==> src/hdl/assert_macros.svh <==
// ----------------------------------------------------------------------------
// Assertion macros
// Shared concurrent assertion wrappers; empty when SYNTH is defined.
// ----------------------------------------------------------------------------
`ifndef ASSERT_MACROS_SVH
`define ASSERT_MACROS_SVH

`ifndef SYNTH

// Same-cycle implication, disabled while reset is asserted.
`define ASSERT_IMPLIES(lbl, clk, rst_n, ante, cons, msg) \
  lbl: assert property (@(posedge clk) disable iff (!rst_n) (ante) |-> (cons)) \
    else $error(msg);

// Next-cycle implication, disabled while reset is asserted.
`define ASSERT_NEXT(lbl, clk, rst_n, ante, cons, msg) \
  lbl: assert property (@(posedge clk) disable iff (!rst_n) (ante) |=> (cons)) \
    else $error(msg);

`else

`define ASSERT_IMPLIES(lbl, clk, rst_n, ante, cons, msg)
`define ASSERT_NEXT(lbl, clk, rst_n, ante, cons, msg)

`endif

`endif

==> src/hdl/hfr_pkg.sv <==
// ----------------------------------------------------------------------------
// hfr_pkg
// Constants, codes and hex decode helpers of the hex frame receiver.
// ----------------------------------------------------------------------------
package hfr_pkg;

  localparam int BUFFER_CHARS = 64;
  localparam int POS_W        = $clog2(BUFFER_CHARS + 1);
  localparam int PAYLOAD_N    = 6;
  localparam int PADDR_W      = 5;

  // ASCII bounds of the hex digits
  localparam logic [7:0] CHAR_0 = 8'h30;
  localparam logic [7:0] CHAR_9 = 8'h39;
  localparam logic [7:0] CHAR_A = 8'h41;
  localparam logic [7:0] CHAR_F = 8'h46;

  // Register indexes
  localparam logic [2:0] REG_START_CHAR   = 3'd0;
  localparam logic [2:0] REG_END_CHAR     = 3'd1;
  localparam logic [2:0] REG_COMMAND_CHAR = 3'd2;
  localparam logic [2:0] REG_PING_CHAR    = 3'd3;
  localparam logic [2:0] REG_SYNC_ADDR    = 3'd4;

  // Register reset values
  localparam logic [7:0] RST_START_CHAR   = 8'd1;
  localparam logic [7:0] RST_END_CHAR     = 8'd2;
  localparam logic [7:0] RST_COMMAND_CHAR = 8'd67;
  localparam logic [7:0] RST_PING_CHAR    = 8'd80;
  localparam logic [7:0] RST_SYNC_ADDR    = 8'd255;

  // Status codes
  localparam logic [2:0] ST_WAITING   = 3'd0;
  localparam logic [2:0] ST_PENDING   = 3'd1;
  localparam logic [2:0] ST_OK        = 3'd2;
  localparam logic [2:0] ST_BAD_FRAME = 3'd3;
  localparam logic [2:0] ST_BAD_CS    = 3'd4;
  localparam logic [2:0] ST_UNHANDLED = 3'd5;

  // Event codes
  localparam logic [1:0] EV_NONE = 2'd0;
  localparam logic [1:0] EV_CMD  = 2'd1;
  localparam logic [1:0] EV_SYNC = 2'd2;
  localparam logic [1:0] EV_PING = 2'd3;

  typedef struct packed {
    logic [7:0]  ping_value;
    logic [7:0]  cmd_addr;
    logic [15:0] cmd_word;
    logic [1:0]  event_res;
    logic [2:0]  status;
  } result_t;

  function automatic logic [3:0] nibble_of(input logic [7:0] c);
    logic [7:0] d;
    d = 8'd0;
    if (c >= CHAR_0 && c <= CHAR_9) begin
      d = c - CHAR_0;
    end else if (c >= CHAR_A && c <= CHAR_F) begin
      d = c - CHAR_A + 8'd10;
    end
    return d[3:0];
  endfunction

  function automatic logic [7:0] hex_pair(input logic [7:0] hi, input logic [7:0] lo);
    return {nibble_of(hi), nibble_of(lo)};
  endfunction

endpackage

==> src/hdl/hex_frame_receiver_core.sv <==
// ----------------------------------------------------------------------------
// hex_frame_receiver_core
// Parses hex-coded frames one character per beat and reports a status word
// with the decoded command, sync or ping fields for every character.
//
//   channel   dir  handshake                      payload
//   s_axis    in   s_axis_tvalid / s_axis_tready  rx_char
//   m_axis    out  m_axis_tvalid / m_axis_tready  status, event_res, fields
//   apb       in   psel, penable, pwrite, pready  5 byte-wide registers
//
// One beat per cycle while s_axis_tready is high: the frame parser updates
// its state and builds the result in the cycle a beat is taken; the result
// is registered. An output register plus a skid register decouple the stall
// path, so s_axis_tready depends only on the skid register.
// rst_ni clears the parser state and both output slots, resets the registers.
// ----------------------------------------------------------------------------
`include "assert_macros.svh"

module hex_frame_receiver_core
  import hfr_pkg::*;
(
  input  logic               clk_i,
  input  logic               rst_ni,
  // rx_char [7:0]
  input  logic [7:0]         s_axis_tdata,
  input  logic               s_axis_tvalid,
  output logic               s_axis_tready,
  // cmd_word [15:0], cmd_addr [23:16], ping_value [31:24]
  output logic [31:0]        m_axis_tdata,
  // status [2:0], event_res [4:3]
  output logic [4:0]         m_axis_tuser,
  output logic               m_axis_tvalid,
  input  logic               m_axis_tready,
  input  logic               psel,
  input  logic               penable,
  input  logic               pwrite,
  input  logic [PADDR_W-1:0] paddr,
  input  logic [31:0]        pwdata,
  output logic [31:0]        prdata,
  output logic               pready
);

  // --------------------------------------------------------------------------
  // Configuration registers
  // --------------------------------------------------------------------------
  logic [7:0] start_char_q, end_char_q, command_char_q, ping_char_q, sync_addr_q;
  logic       cfg_wr;
  logic [2:0] cfg_idx;

  assign pready  = 1'b1;
  assign cfg_wr  = psel & penable & pwrite & pready;
  assign cfg_idx = paddr[PADDR_W-1:2];

  always_ff @(posedge clk_i or negedge rst_ni) begin
    if (!rst_ni) begin
      start_char_q   <= RST_START_CHAR;
      end_char_q     <= RST_END_CHAR;
      command_char_q <= RST_COMMAND_CHAR;
      ping_char_q    <= RST_PING_CHAR;
      sync_addr_q    <= RST_SYNC_ADDR;
    end else if (cfg_wr) begin
      unique case (cfg_idx)
        REG_START_CHAR:   start_char_q   <= pwdata[7:0];
        REG_END_CHAR:     end_char_q     <= pwdata[7:0];
        REG_COMMAND_CHAR: command_char_q <= pwdata[7:0];
        REG_PING_CHAR:    ping_char_q    <= pwdata[7:0];
        REG_SYNC_ADDR:    sync_addr_q    <= pwdata[7:0];
        default: ;
      endcase
    end
  end

  always_comb begin
    prdata = 32'd0;
    unique case (cfg_idx)
      REG_START_CHAR:   prdata = {24'd0, start_char_q};
      REG_END_CHAR:     prdata = {24'd0, end_char_q};
      REG_COMMAND_CHAR: prdata = {24'd0, command_char_q};
      REG_PING_CHAR:    prdata = {24'd0, ping_char_q};
      REG_SYNC_ADDR:    prdata = {24'd0, sync_addr_q};
      default:          prdata = 32'd0;
    endcase
  end

  // --------------------------------------------------------------------------
  // Frame parser state
  // --------------------------------------------------------------------------
  logic [POS_W-1:0] pos_q, pos_d;
  logic [15:0]      size_q, size_d;
  logic [7:0]       msg_q, msg_d;
  logic [7:0]       pay_q [PAYLOAD_N];
  logic [7:0]       pay_d [PAYLOAD_N];
  logic [7:0]       pay_eff [PAYLOAD_N];
  logic [15:0]      last_q, last_d;
  logic [7:0]       sum_q, sum_d;

  logic             push, pop;
  logic [7:0]       rx;
  result_t          res;

  logic [7:0]       msg_eff, sz, hi, lo, sum_chk, addr_dec;
  logic [15:0]      word_dec, pos_m3;
  logic             in_size, in_body;

  assign rx      = s_axis_tdata;
  assign in_size = (pos_q == POS_W'(1)) || (pos_q == POS_W'(2));
  assign in_body = (pos_q > POS_W'(2)) && (pos_q < POS_W'(BUFFER_CHARS));
  assign msg_eff = (pos_q == POS_W'(3)) ? rx : msg_q;
  assign hi      = last_q[15:8];
  assign lo      = last_q[7:0];
  assign sz      = hex_pair(size_q[15:8], size_q[7:0]);
  assign pos_m3  = {{(16-POS_W){1'b0}}, pos_q} - 16'd3;

  // The current beat stands in for the payload slot it would be written to
  always_comb begin
    for (int k = 0; k < PAYLOAD_N; k++) begin
      pay_eff[k] = (pos_q == POS_W'(4 + k)) ? rx : pay_q[k];
    end
  end

  assign word_dec = {hex_pair(pay_eff[0], pay_eff[1]), hex_pair(pay_eff[2], pay_eff[3])};
  assign addr_dec = hex_pair(pay_eff[4], pay_eff[5]);

  // Drop the two checksum chars from the running sum
  always_comb begin
    sum_chk = sum_q;
    if (pos_q >= POS_W'(4)) sum_chk = sum_chk - lo;
    if (pos_q >= POS_W'(5)) sum_chk = sum_chk - hi;
  end

  always_comb begin
    pos_d  = pos_q;
    size_d = size_q;
    msg_d  = msg_q;
    pay_d  = pay_q;
    last_d = last_q;
    sum_d  = sum_q;

    res            = '0;
    res.status     = ST_PENDING;
    res.event_res  = EV_NONE;

    if (pos_q == '0 && rx == start_char_q) begin
      pos_d  = POS_W'(1);
      last_d = {last_q[7:0], rx};
    end else if (in_size) begin
      if (rx == start_char_q) begin
        // restart the frame
        size_d = '0;
        msg_d  = '0;
        for (int k = 0; k < PAYLOAD_N; k++) pay_d[k] = '0;
        sum_d  = '0;
        pos_d  = POS_W'(1);
        last_d = {8'd0, rx};
      end else if (rx == end_char_q) begin
        pos_d      = '0;
        size_d     = '0;
        msg_d      = '0;
        for (int k = 0; k < PAYLOAD_N; k++) pay_d[k] = '0;
        last_d     = '0;
        sum_d      = '0;
        res.status = ST_BAD_FRAME;
      end else begin
        size_d = {size_q[7:0], rx};
        last_d = {last_q[7:0], rx};
        pos_d  = pos_q + POS_W'(1);
      end
    end else if (in_body) begin
      if (pos_q == POS_W'(3)) msg_d = rx;
      for (int k = 0; k < PAYLOAD_N; k++) begin
        if (pos_q == POS_W'(4 + k)) pay_d[k] = rx;
      end
      pos_d = pos_q + POS_W'(1);
      if (rx == end_char_q) begin
        if ({8'd0, sz} != pos_m3) begin
          res.status = ST_BAD_FRAME;
        end else if (sum_chk != hex_pair(hi, lo)) begin
          res.status = ST_BAD_CS;
        end else if (msg_eff == command_char_q) begin
          if (pos_q >= POS_W'(9)) begin
            res.status = ST_OK;
            if (addr_dec != sync_addr_q) begin
              res.event_res = EV_CMD;
              res.cmd_word  = word_dec;
              res.cmd_addr  = addr_dec;
            end else begin
              res.event_res = EV_SYNC;
            end
          end else begin
            res.status = ST_UNHANDLED;
          end
        end else if (msg_eff == ping_char_q) begin
          if (pos_q >= POS_W'(5)) begin
            res.status     = ST_OK;
            res.event_res  = EV_PING;
            res.ping_value = hex_pair(pay_eff[0], pay_eff[1]);
          end else begin
            res.status = ST_UNHANDLED;
          end
        end else begin
          res.status = ST_OK;
        end
        pos_d  = '0;
        size_d = '0;
        msg_d  = '0;
        for (int k = 0; k < PAYLOAD_N; k++) pay_d[k] = '0;
        last_d = '0;
        sum_d  = '0;
      end else if (rx == start_char_q) begin
        size_d = '0;
        msg_d  = '0;
        for (int k = 0; k < PAYLOAD_N; k++) pay_d[k] = '0;
        sum_d  = '0;
        pos_d  = POS_W'(1);
        last_d = {8'd0, rx};
      end else begin
        sum_d  = sum_q + rx;
        last_d = {last_q[7:0], rx};
      end
    end else begin
      // idle on a non-start char, or buffer overflow: drop and return to idle
      pos_d      = '0;
      size_d     = '0;
      msg_d      = '0;
      for (int k = 0; k < PAYLOAD_N; k++) pay_d[k] = '0;
      last_d     = '0;
      sum_d      = '0;
      res.status = ST_WAITING;
    end
  end

  always_ff @(posedge clk_i or negedge rst_ni) begin
    if (!rst_ni) begin
      pos_q  <= '0;
      size_q <= '0;
      msg_q  <= '0;
      for (int k = 0; k < PAYLOAD_N; k++) pay_q[k] <= '0;
      last_q <= '0;
      sum_q  <= '0;
    end else if (push) begin
      pos_q  <= pos_d;
      size_q <= size_d;
      msg_q  <= msg_d;
      pay_q  <= pay_d;
      last_q <= last_d;
      sum_q  <= sum_d;
    end
  end

  // --------------------------------------------------------------------------
  // Output register and skid register
  // --------------------------------------------------------------------------
  result_t out_q, skid_q;
  logic    out_valid_q, skid_valid_q;

  assign s_axis_tready = ~skid_valid_q;
  assign push          = s_axis_tvalid & s_axis_tready;
  assign pop           = m_axis_tvalid & m_axis_tready;

  always_ff @(posedge clk_i or negedge rst_ni) begin
    if (!rst_ni) begin
      out_valid_q  <= 1'b0;
      skid_valid_q <= 1'b0;
    end else if (!out_valid_q || pop) begin
      if (skid_valid_q) begin
        out_valid_q  <= 1'b1;
        skid_valid_q <= 1'b0;
      end else begin
        out_valid_q <= push;
      end
    end else if (push) begin
      skid_valid_q <= 1'b1;
    end
  end

  always_ff @(posedge clk_i) begin
    if (!out_valid_q || pop) begin
      if (skid_valid_q) begin
        out_q <= skid_q;
      end else if (push) begin
        out_q <= res;
      end
    end else if (push) begin
      // hold the new beat until the output slot frees up
      skid_q <= res;
    end
  end

  assign m_axis_tvalid = out_valid_q;
  assign m_axis_tdata  = {out_q.ping_value, out_q.cmd_addr, out_q.cmd_word};
  assign m_axis_tuser  = {out_q.event_res, out_q.status};

  // --------------------------------------------------------------------------
  // Assertions
  // --------------------------------------------------------------------------
  `ASSERT_IMPLIES(a_skid_behind_out, clk_i, rst_ni, skid_valid_q, out_valid_q, "skid full while output empty")
  `ASSERT_IMPLIES(a_pos_in_range, clk_i, rst_ni, 1'b1, pos_q <= POS_W'(BUFFER_CHARS), "position past buffer")
  `ASSERT_NEXT(a_push_lands, clk_i, rst_ni, push && !out_valid_q, out_valid_q, "accepted beat lost")
  `ASSERT_NEXT(a_done_clears, clk_i, rst_ni, push && res.status != ST_PENDING, pos_q == '0, "frame state kept after end")
  `ASSERT_IMPLIES(a_event_only_ok, clk_i, rst_ni, out_valid_q && out_q.event_res != EV_NONE, out_q.status == ST_OK, "event without frame ok")

endmodule

==> config.mk <==
export PLATFORM = sky130hd
export DESIGN_NAME = hex_frame_receiver_core
export DESIGN_NICKNAME = d
export VERILOG_FILES = /design/src/hdl/hfr_pkg.sv /design/src/hdl/hex_frame_receiver_core.sv
export VERILOG_INCLUDE_DIRS = /design/src /design/src/hdl
export SDC_FILE = /design/constraint.sdc
export NUM_CORES = 1
export LEC_CHECK = 0
export ABC_AREA = 1
export BUFFER_PORTS_ARGS = -buffer_cell sky130_fd_sc_hd__buf_2
export CAP_MARGIN = 20
export CORE_MARGIN = 8
export CORE_UTILIZATION = 65
export CTS_BUF_LIST = sky130_fd_sc_hd__clkbuf_8 sky130_fd_sc_hd__clkbuf_16
export DETAILED_ROUTE_END_ITERATION = 8
export MAX_ROUTING_LAYER = met4
export PLACE_DENSITY = 0.84
export SYNTH_ARGS = -nofsm -noshare
export SYNTH_HDL_FRONTEND = slang
export SYNTH_SLANG_ARGS = --single-unit
==> constraint.sdc <==
create_clock -name clk_i -period 8.7 [get_ports clk_i]
set_input_delay 1.305 -clock clk_i [delete_from_list [all_inputs] [get_ports clk_i]]
set_output_delay 1.305 -clock clk_i [all_outputs]
set_load 0.01 [all_outputs]
==> metrics.yaml, run 1 <==
drt_first_iter_violations: 1279
cp-start-kind: "input port"
crit_path_max_incr_delay_ns: 0.71
fillers: 1694
dieArea_um2: 27050
power_frac_comb_pct: 38.3
grt_max_degree: 77
power_density_nw_per_um2: 257.7
clock-sinks: 219
die_y_um: 164.5
cpMostUsedCell: "nand2_1"
ys_ff_latch: 219
synth_area_per_cell_um2: 7.693
seqPwrFrac_pct: 33.4
clkPwrFrac_pct: 28.3
critPathMaxFanout: 54
cts_repair_resize_count: 0
synthArstFlopShare_pct: 66.21
max_freq_ghz: 0.2023
tritoncts: "yes"
netlist-cell-type-count: 61
first_pass_iters: 8
cts-root-buf: "clkbuf_16"
hold_slack_ns: 0.4906
worstPathCellList: "buf_2 -> inv_1 -> nand2_1 -> nand4_1 -> nor3_1 -> nand3_1 -> nand2_1 -> inv_1 -> nand2_1 -> buf_4 -> nor3_1 -> buf_4 -> inv_2 -> o21ai_0"
vias_per_cell: 5.937
netSwitchingPower_w: 0.001624
end_kind: "flip-flop"
synth_cells: 1862
fin_crit_sh_pct: 56.83
yosysWarnings: 0
setup_viol: 0
crit_arrival_ns: 5.31
regToRegSetupSlack_ns: 4.13
crit_buf_inv: 6
peakVddDrop_uv: 286.4
cp_top_family: "buffers and inverters"
placed_cell_area_um2: 14650
gp_congestion: 0.9993
routedWlPerCell_um: 17.14
wirelength_um: 37820
antenna_found_initial: 1
maxCapViolCount: 0
grt_pass1_wl_um: 60840
dp_hpwl_um: 26910
regArea_um2: 5869
cts.path.max_buffers: 3
die-width_um: 164.5
syn2layout_area_growth_pct: 8.665
cts_setup_buffers: 0
drive_above_1_share_pct: 11.68
netlist_area_um2: 14320
leakage_nw: 7.284
ant_nets: 0
pin_count: 124
crit_slowest_cell: "inv_2"
timing.rr.end: "skid_q[19]"
internal_power_w: 0.002387
hold_depth: 2
grt_pass1_vias: 12287
setup_tns_ns: 0
min_to: "pay_q[24]"
numCtsBuffers: 25
hold_path_startpoint: "pay_q[24]"
hold_violations: 0
cp_num_cells: 14
r2r-start: "last_q[2]"
cts.htree.levels: 1
grt_use_total_pct: 28.58
grt_setup_unrepaired: "false"
final_nets: 2017
core_um2: 21760
synth_ff_type: "dfrtp_1"
slew_headroom_pct: 26.73
worstRegToRegCells: 21
grt_overflow: 0
maxSlewViolCount: 0
worstMarginPinSlew_ns: 1.091
insertion_delay_ns: 0.55
worst-setup-path-type: "input port to flip-flop"
fin_area_um2: 15570
outcome: "finished, final reports clean"
io_buffer_count: 72
synth-edff-count: 74
period_minus_slack_ns: 4.944
drc: 0
swShare_pct: 40.49
path_clk_slew_ns: 0.06
min_path_type: "flip-flop to flip-flop"
critPathRequiredTime_ns: 9.06
multi_input_area_um2: 7123
ys_seq_area_share_pct: 40.97
detailroute.via_count: 13104
rows: 54
start_util_pct: 65.84
skew_ns: 0.02839
cts_hold_buf: 0
per-stage QoR:
| step | setup slack, ns | cells | power, W | util [%] |
|---|---|---|---|---|
| final | 3.756 | 2207 | 0.004012 | 71.55 |
| after global routing | 3.497 | 2207 | 0.004248 | 71.55 |
| after CTS | 3.894 | 2205 | 0.003973 | 71.41 |
| after detailed placement | 3.393 | 2159 | 0.002844 | 67.35 |
| after global placement | 3.482 | 2159 | 0.002790 | 67.35 |
| after floorplan | 5.001 | 1885 | 0.002544 | - |
placed cells by master, fill, tap and decap left out, drive strengths merged, types with 19 or more instances in the layout:
cell type    n
ha          55
clkbuf      26
nand4       54
nor3        35
nand2      450
nand3      165
a21oi       57
conb        25
xor2        24
edfxtp      74
buf         78
nor2       177
o22ai       42
inv        242
o21ai      172
or2         19
dfrtp      130
area by class of cell:
class                           instances  area share, %
Inverter                              240          5.819
Sequential cell                       219          37.71
Multi-Input combinational cell       1343          45.76
Clock buffer                           26          4.107
Clock inverter                         20          1.567
Tap cell                              280          2.251
Timing Repair Buffer                   78          2.773
Antenna cell                            1        0.01608
synthesized netlist by cell type, types with 3 or more instances:
library cell  instances  area [um2]
ha_1                 55       688.2
edfxtp_1             74        2222
o211ai_1              8       60.06
a221oi_1              5       43.79
a31oi_1               3       18.77
o21ai_1              15       75.07
nor3_1               17       85.08
fa_1                  3       60.06
xnor2_1              15       131.4
nor3_2               17       170.2
nand3b_1              7       52.55
nand3_1             162       810.8
o21a_1                4       30.03
xor2_1               23       201.4
nand2_2               7       43.79
nor2_2                7       43.79
a21oi_1              56       280.3
a22o_1                6       52.55
buf_2                11       55.05
or2_2                18       112.6
inv_1               224       840.8
dfrtp_1             130        3253
nand2_1             440        1652
nor2_1              163       611.8
nand4_1              52       325.3
buf_6                11       123.9
o21ai_2               5       43.79
clkbuf_1             30       112.6
o21ai_0             151       755.7
nand2_4               3       33.78
buf_4                29       217.7
inv_2                12       45.04
dfstp_2              15       394.1
nor2_4                6       67.56
o22ai_1              42       262.8
tightest hold or removal path: cells and delay by family (launching register included):
kind	cells	cell delay (ns)
AO/OA/AOI/OAI	1	0.06
flip-flops	1	0.34
AND/OR/NAND/NOR	1	0.05
cell families after synthesis:
family / synth area share, %
buf+inv: 10.01
flops: 40.97
simple gates: 29.38
fa+ha+maj: 5.223
other cells: 0.05243
xor+xnor: 2.437
compound gates: 11.92
worst max-delay path by stage:
stage	end	startpoint
after floorplan	skid_q[16]	s_axis_tdata[1]
after global placement	sum_q[7]	s_axis_tdata[1]
after CTS	pay_q[14]	s_axis_tdata[1]
after detailed placement	pay_q[14]	s_axis_tdata[1]
final	pay_q[14]	s_axis_tdata[1]
after global routing	pay_q[14]	s_axis_tdata[1]
power by group through the flow:
stage / Combinational [W] / Sequential, W / Clock, W
after global routing: 0.00172 / 0.00135 / 0.00118
final: 0.00154 / 0.00134 / 0.00114
after floorplan: 0.00122 / 0.00132 / 0
after detailed placement: 0.00149 / 0.00135 / 0
after global placement: 0.00144 / 0.00135 / 0
after CTS: 0.00150 / 0.00133 / 0.00113
registers in the layout, indices dropped and copies added (netlist names), 7 cells and up:
register	cells
command_char_q	8
end_char_q	8
last_q	16
m_axis_tdata	32
msg_q	8
pay_q	48
ping_char_q	8
pos_q	7
size_q	16
skid_q	37
start_char_q	8
sum_q	8
sync_addr_q	8
routing by layer:
layer | wire, um | up-vias | share of wire, % | GRT usage [%]
met5 | 0 | - | 0 | -
met4 | 1403 | 0 | 3.7 | 11.34
met3 | 3312 | 118 | 8.8 | 5.035
met2 | 17560 | 576 | 46 | 44.99
met1 | 15550 | 6186 | 41 | 36.39
li1 | - | 6224 | - | -
No activity file was read; power rests on OpenSTA's default activity.
==> run 2: changes to the inputs <==
--- a/config.mk
+++ b/config.mk
@@ -6,15 +6,15 @@
 export SDC_FILE = /design/constraint.sdc
 export NUM_CORES = 1
 export LEC_CHECK = 0
-export ABC_AREA = 1
+export ABC_AREA = 0
 export BUFFER_PORTS_ARGS = -buffer_cell sky130_fd_sc_hd__buf_2
 export CAP_MARGIN = 20
 export CORE_MARGIN = 8
-export CORE_UTILIZATION = 65
+export CORE_UTILIZATION = 61
 export CTS_BUF_LIST = sky130_fd_sc_hd__clkbuf_8 sky130_fd_sc_hd__clkbuf_16
 export DETAILED_ROUTE_END_ITERATION = 8
 export MAX_ROUTING_LAYER = met4
-export PLACE_DENSITY = 0.84
+export PLACE_DENSITY = 0.8
 export SYNTH_ARGS = -nofsm -noshare
 export SYNTH_HDL_FRONTEND = slang
 export SYNTH_SLANG_ARGS = --single-unit
==> constraint.sdc (replaced) <==
create_clock -name clk_i -period 4.9 [get_ports clk_i]
set_input_delay 0.735 -clock clk_i [delete_from_list [all_inputs] [get_ports clk_i]]
set_output_delay 0.735 -clock clk_i [all_outputs]
set_load 0.01 [all_outputs]
==> metrics.yaml, run 2 <==
yosys-top-cells-area: "dfrtp_1, edfxtp_1, nand2_1, ha_1, mux2_2"  # was dfrtp_1, edfxtp_1, nand2_1, inv_1, nand3_1
grt_pass1_vias: 11056  # was 12287
cts.htree.levels: 1  # unchanged
worstRegToRegCells: 16  # was 21
gp_congestion: 0.9495  # was 0.9993
power_frac_comb_pct: 40.1  # was 38.3%
cp_top_family: "simple AND/OR/NAND/NOR gates"  # was buffers and inverters
grt_max_degree: 103  # was 77
diodes: 0  # was 1
antenna_found_initial: 0  # was 1
grt_use_total_pct: 27.04  # was 28.58%
dieArea_um2: 27400  # was 27050 um2
r2r-start: "last_q[0]"  # was last_q[2]
peakVddDrop_uv: 318.1  # was 286.4 uV
power_density_nw_per_um2: 462.9  # was 257.7 nW/um2
cts.path.max_buffers: 3  # unchanged
cts-root-buf: "clkbuf_16"  # unchanged
clock-sinks: 219  # unchanged
outcome: "finished, final reports clean"  # unchanged
detailroute.via_count: 11415  # was 13104
synth_area_per_cell_um2: 9.486  # was 7.693 um2
layout_commonest_cell: "nand2_1"  # unchanged
routedWlPerCell_um: 19.93  # was 17.14 um
worstPathCellList: "ha_1 -> fa_1 -> nor2b_1 -> o2111ai_1 -> nand2_1 -> nor2_1 -> xor2_1 -> o21ai_1 -> ha_1 -> a21o_1 -> or4_1 -> nand2_1 -> xnor3_1 -> nor4b_2 -> a2111oi_0 -> o31ai_1"  # was buf_2 -> inv_1 -> nand2_1 -> nand4_1 -> nor3_1 -> nand3_1 -> nand2_1 -> inv_1 -> nand2_1 -> buf_4 -> nor3_1 -> buf_4 -> inv_2 -> o21ai_0
end_kind: "flip-flop"  # unchanged
clkPwrFrac_pct: 25.0  # was 28.3%
synthArstFlopShare_pct: 66.21  # unchanged
grt_overflow: 0  # unchanged
swShare_pct: 38.86  # was 40.49%
ys_seq_area_share_pct: 43.03  # was 40.97%
drt_first_iter_violations: 961  # was 1279
die-width_um: 165.5  # was 164.5 um
crit_path_max_incr_delay_ns: 0.47  # was 0.71 ns
top_register: "pay_q"  # unchanged
internal_power_w: 0.004298  # was 0.002387 W
pin_count: 124  # unchanged
synth-edff-count: 74  # unchanged
utilization_pct: 69.38  # was 71.55%
setup_tns_ns: 0  # unchanged
tritoncts: "yes"  # unchanged
path_clk_slew_ns: 0.06  # about the same
crit_arrival_ns: 4.93  # was 5.31 ns
regToRegSetupSlack_ns: 0.26  # was 4.13 ns
worst-setup-path-type: "flip-flop to flip-flop"  # was input port to flip-flop
synth.most_common_cell: "nand2_1"  # unchanged
drc: 0  # unchanged
numCtsBuffers: 24  # was 25
die_y_um: 165.5  # was 164.5 um
synth_ff_type: "dfrtp_1"  # unchanged
netSwitchingPower_w: 0.002732  # was 0.001624 W
leakage_nw: 6.444  # was 7.284 nW
slew_headroom_pct: 24.35  # was 26.73%
insertion_delay_ns: 0.53  # was 0.55 ns
synth_top_area_share_pct: 23.85  # was 22.71%
seqPwrFrac_pct: 34.8  # was 33.4%
io_buffer_count: 72  # unchanged
crit_buf_inv: 0  # was 6
critPathMaxFanout: 6  # was 54
cp-start-kind: "flip-flop"  # was input port
final_cell_mix: "nand2_1, dfrtp_1, o21ai_0"  # was nand2_1, inv_1, nand3_1
drive_above_1_share_pct: 17.26  # was 11.68%
first_pass_iters: 5  # was 8
max_freq_ghz: 0.2154
ant_nets: 0  # unchanged
rows: 54  # unchanged
min_path_type: "input port to asynchronous set/reset pin"  # was flip-flop to flip-flop
fin_area_um2: 15190  # was 15570 um2
netlist_area_um2: 13640  # was 14320 um2
grt_setup_unrepaired: "false"  # unchanged
critPathRequiredTime_ns: 5.19  # was 9.06 ns
grt_pass1_wl_um: 57990  # was 60840 um
setup_viol: 0  # unchanged
fillers: 1689  # was 1694
cts_setup_buffers: 0  # unchanged
yosysWarnings: 0  # unchanged
period_minus_slack_ns: 4.642
hold_slack_ns: 0.3155  # was 0.4906 ns
worstMarginPinSlew_ns: 1.106  # was 1.091 ns
timing.rr.end: "m_axis_tuser[0]"  # was skid_q[19]
maxSlewViolCount: 0  # unchanged
netlist-cell-type-count: 89  # was 61
dp_hpwl_um: 25820  # was 26910 um
maxCapViolCount: 0  # unchanged
placed_cell_area_um2: 14370  # was 14650 um2
skew_ns: 0.008540  # was 0.02839 ns
synth_common_cells: "nand2_1, dfrtp_1, o21ai_0, nor2_1, edfxtp_1"  # was nand2_1, inv_1, nor2_1, nand3_1, o21ai_0
yosys.area.top_type: "dfrtp_1"  # unchanged
syn2layout_area_growth_pct: 11.34  # was 8.665%
core_um2: 21890  # was 21760 um2
wirelength_um: 36180  # was 37820 um
start_util_pct: 62.31  # was 65.84%
final_nets: 1627  # was 2017
hold_violations: 0  # unchanged
synth_cells: 1438  # was 1862
vias_per_cell: 6.289  # was 5.937
largest_register_ffs: 48  # unchanged
ys_ff_latch: 219  # unchanged
crit_slowest_cell: "dfrtp_1"  # was inv_2
fin_crit_sh_pct: 94.74
[run 2: cell types whose count changed after synthesis, sizes merged, moves of 33 or more]
cell,previous run,this run
nand4,54,11
nor2,177,85
mux2,0,51
o31ai,1,59
inv,238,62
o22ai,42,9
nand2,450,207
nand3,165,31
o21ai,172,109
[run 2: how the worst max path moves through the flow]
stage,endpoint,from,slack [ns],cells past startpoint
finish,m_axis_tuser[0],last_q[0],0.26,16
CTS,m_axis_tdata[24],pos_q[6],0.11,13
global route,m_axis_tdata[21],pos_q[1],0.03,18
floorplan,m_axis_tdata[29],pos_q[6],0.43,17
global placement,m_axis_tdata[24],pos_q[6],0.29,13
detailed placement,m_axis_tdata[24],pos_q[6],0.15,13
[run 2: logic make-up after synthesis]
kind of cell | Yosys count | synth area share, %
muxes | 72 | 5.843
AOI/OAI and AO/OA | 378 | 18.46
xor gates and xnor gates | 71 | 4.660
DFF | 219 | 43.03
and+or+nand+nor | 481 | 17.25
other | 2 | 0.05506
buffers and inverters | 157 | 5.219
adders and majority gates | 58 | 5.485
[run 2: stage by stage]
step | worst slack [ns] | cells | total power [W]
after floorplan | 0.4266 | 1461 | 0.004380
after global placement | 0.2890 | 1770 | 0.005121
after detailed placement | 0.1455 | 1770 | 0.005207
after CTS | 0.1139 | 1814 | 0.006976
after global routing | 0.02940 | 1815 | 0.007431
final | 0.2578 | 1815 | 0.007030
[run 2: repair_timing]
action	in CTS	in global routing
resized for setup	0	6
hold buffers	0	0
setup endpoints to repair	0	55
[run 2: final cells by class]
type | instances | area (um2) | area share (%)
Timing Repair Buffer | 124 | 782.0 | 5.149
Multi-Input combinational cell | 1085 | 7173 | 47.23
Sequential cell | 219 | 5872 | 38.66
Clock buffer | 28 | 655.6 | 4.317
Inverter | 63 | 236.5 | 1.557
Clock inverter | 16 | 117.6 | 0.7744
Tap cell | 280 | 350.3 | 2.307
[run 2: power groups by stage]
stage	Clock (W)	Combinational (W)	Sequential, W
3_5_place_dp	0	0.00274	0.00247
3_3_place_gp	0	0.00267	0.00245
4_1_cts	0.00178	0.00276	0.00244
5_1_grt	0.00186	0.00309	0.00247
6_report	0.00176	0.00282	0.00245
2_1_floorplan	0	0.00198	0.00240
[run 2: per-layer routing]
metal	part of all wire (%)	global-route usage [%]
met1	43	34.79
met2	47	43.26
met3	7.4	4.016
met4	3.1	9.253
met5	0	-
[run 2: worst reg2reg max path: cells and delay by family (launching register included)]
family,cells,cell delay [ns]
AO/OA/AOI/OAI,5,1.19
XOR/XNOR,2,0.49
adder cells (fa/ha/maj),3,0.97
flip-flops,1,0.47
AND/OR/NAND/NOR,6,1.28
==> run 3: changes to the inputs <==
--- a/config.mk
+++ b/config.mk
@@ -10,11 +10,11 @@
 export BUFFER_PORTS_ARGS = -buffer_cell sky130_fd_sc_hd__buf_2
 export CAP_MARGIN = 20
 export CORE_MARGIN = 8
-export CORE_UTILIZATION = 61
+export CORE_UTILIZATION = 40
 export CTS_BUF_LIST = sky130_fd_sc_hd__clkbuf_8 sky130_fd_sc_hd__clkbuf_16
 export DETAILED_ROUTE_END_ITERATION = 8
 export MAX_ROUTING_LAYER = met4
-export PLACE_DENSITY = 0.8
+export PLACE_DENSITY = 0.55
 export SYNTH_ARGS = -nofsm -noshare
 export SYNTH_HDL_FRONTEND = slang
 export SYNTH_SLANG_ARGS = --single-unit
==> metrics.yaml, run 3 (synthesis results as in run 2) <==
critPathRequiredTime_ns: 5.27  # was 5.19 ns
start_util_pct: 40.68  # was 62.31%
cts_setup_buffers: 0  # unchanged
power_frac_comb_pct: 39.0  # was 40.1%
dieArea_um2: 40270  # was 27400 um2
slew_headroom_pct: 33.96  # was 24.35%
dp_hpwl_um: 28170  # was 25820 um
seqPwrFrac_pct: 33.7  # was 34.8%
setup_viol: 0  # unchanged
power_density_nw_per_um2: 465.1  # was 462.9 nW/um2
critPathMaxFanout: 43  # was 6
cts.path.max_buffers: 3  # unchanged
maxSlewViolCount: 0  # unchanged
fin_crit_sh_pct: 93.59  # was 94.74%
regToRegSetupSlack_ns: 0.31  # was 0.26 ns
worstRegToRegCells: 18  # was 16
leakage_nw: 6.560  # was 6.444 nW
grt_pass1_vias: 11047  # was 11056
clock-sinks: 219  # unchanged
clkPwrFrac_pct: 27.3  # was 25.0%
outcome: "finished, final reports clean"  # unchanged
layout_commonest_cell: "nand2_1"  # unchanged
cp-start-kind: "flip-flop"  # unchanged
netSwitchingPower_w: 0.002777  # was 0.002732 W
vias_per_cell: 5.571  # was 6.289
drive_above_1_share_pct: 18.11  # was 17.26%
top_register: "pay_q"  # unchanged
drt_first_iter_violations: 788  # was 961
routedWlPerCell_um: 19.44  # was 19.93 um
syn2layout_area_growth_pct: 14.43  # was 11.34%
maxCapViolCount: 0  # unchanged
drc: 0  # unchanged
final_cell_mix: "nand2_1, dfrtp_1, o21ai_0"  # unchanged
grt_pass1_wl_um: 62930  # was 57990 um
r2r-start: "pos_q[0]"  # was last_q[0]
end_kind: "flip-flop"  # unchanged
path_clk_slew_ns: 0.06  # about the same
final_nets: 1641  # was 1627
largest_register_ffs: 48  # unchanged
timing.rr.end: "m_axis_tdata[14]"  # was m_axis_tuser[0]
setup_tns_ns: 0  # unchanged
pin_count: 124  # unchanged
diodes: 0  # unchanged
worstMarginPinSlew_ns: 0.9657  # was 1.106 ns
worstPathCellList: "inv_1 -> ha_1 -> and3b_1 -> nand2_2 -> mux2i_2 -> ha_1 -> o21bai_1 -> a2111oi_0 -> buf_4 -> mux2_2 -> o21ai_0 -> and3_1 -> o221ai_1 -> nand4b_1 -> buf_4 -> nand4_4 -> buf_12 -> o31ai_1"  # was ha_1 -> fa_1 -> nor2b_1 -> o2111ai_1 -> nand2_1 -> nor2_1 -> xor2_1 -> o21ai_1 -> ha_1 -> a21o_1 -> or4_1 -> nand2_1 -> xnor3_1 -> nor4b_2 -> a2111oi_0 -> o31ai_1
period_minus_slack_ns: 4.586  # was 4.642 ns
crit_slowest_cell: "dfrtp_1"  # unchanged
hold_violations: 0  # unchanged
crit_path_start: "pos_q[0]"  # was last_q[0]
rows: 67  # was 54
ant_nets: 0  # unchanged
min_path_type: "input port to asynchronous set/reset pin"  # unchanged
cts-root-buf: "clkbuf_16"  # unchanged
first_pass_iters: 5  # unchanged
grt_overflow: 0  # unchanged
insertion_delay_ns: 0.56  # was 0.53 ns
antenna_found_initial: 0  # unchanged
tritoncts: "yes"  # unchanged
crit_arrival_ns: 4.95  # was 4.93 ns
gp_congestion: 0.9177  # was 0.9495
grt_max_degree: 76  # was 103
cts.htree.levels: 1  # unchanged
crit_path_max_incr_delay_ns: 0.49  # was 0.47 ns
grt_use_total_pct: 19.57  # was 27.04%
swShare_pct: 38.25  # was 38.86%
utilization_pct: 46.55  # was 69.38%
endpoint: "m_axis_tdata[14]"  # was m_axis_tuser[0]
numCtsBuffers: 27  # was 24
grt_setup_unrepaired: "false"  # unchanged
max_freq_ghz: 0.2180  # was 0.2154 GHz
skew_ns: 0.01746  # was 0.008540 ns
fillers: 3247  # was 1689
core_um2: 33530  # was 21890 um2
peakVddDrop_uv: 309.8  # was 318.1 uV
die_y_um: 200.7  # was 165.5 um
wirelength_um: 38880  # was 36180 um
die-width_um: 200.7  # was 165.5 um
worst-setup-path-type: "flip-flop to flip-flop"  # unchanged
internal_power_w: 0.004483  # was 0.004298 W
detailroute.via_count: 11142  # was 11415
io_buffer_count: 72  # unchanged
[run 3: worst min-delay path by stage]
stage | from | endpoint | slack, ns | cells after the start
6_report | rst_ni | size_q[5] | 0.13 | 1
5_1_grt | rst_ni | size_q[5] | 0.15 | 1
4_1_cts | rst_ni | size_q[5] | 0.14 | 1
3_5_place_dp | pay_q[41] | pay_q[41] | 0.47 | 2
3_3_place_gp | pay_q[26] | pay_q[26] | 0.46 | 2
2_1_floorplan | rst_ni | command_char_q[2] | 0.44 | 0
[run 3: final cells by class]
class | instances | area (um2) | share of cell area [%]
Clock inverter | 16 | 112.6 | 0.7214
Clock buffer | 34 | 783.3 | 5.018
Sequential cell | 219 | 5871 | 37.61
Multi-Input combinational cell | 1085 | 7181 | 46.00
Timing Repair Buffer | 135 | 864.6 | 5.539
Inverter | 63 | 236.5 | 1.515
Tap cell | 448 | 560.5 | 3.591
[run 3: what timing repair did]
action / CTS / global route
hold buffers: 0 / 0
endpoints found under the setup margin: 0 / 61
gates resized for setup: 0 / 7
[run 3: routing by layer]
metal	track usage, %	vias up	part of all wire (%)
li1	-	5384	-
met1	27.02	5403	48
met2	30.73	302	46
met3	2.485	53	5.0
met4	3.784	0	1.6
met5	-	-	0
[run 3: power by group through the flow]
stage	Clock, W	Combinational (W)	Sequential [W]
global route	0.00210	0.00317	0.00248
detailed placement	0	0.00278	0.00248
finish	0.00198	0.00283	0.00245
floorplan	0	0.00198	0.00240
CTS	0.00202	0.00279	0.00244
global placement	0	0.00274	0.00247
[run 3: worst max-delay path: cells and delay by family (launching register included)]
family / cells / cell delay (ns)
AO/OA/AOI/OAI: 5 / 1.13
AND/OR/NAND/NOR: 5 / 0.94
flip-flops: 1 / 0.49
multiplexers: 2 / 0.56
adder cells (fa/ha/maj): 2 / 0.52
buffers and inverters: 4 / 0.75
[run 3: stage by stage]
step / cell area, um2 / std cells / hold WS, ns / setup slack, ns / total power (W)
after detailed placement: 14670 / 1949 / 0.4652 / 0.09456 / 0.005256
after CTS: 15570 / 1999 / 0.1389 / 0.1037 / 0.007261
after global routing: 15610 / 2000 / 0.1476 / 0.002537 / 0.007758
after floorplan: 13730 / 1461 / 0.4394 / 0.4266 / 0.004380
after global placement: 14660 / 1948 / 0.4556 / 0.1305 / 0.005210
final: 15610 / 2000 / 0.1274 / 0.3139 / 0.007260
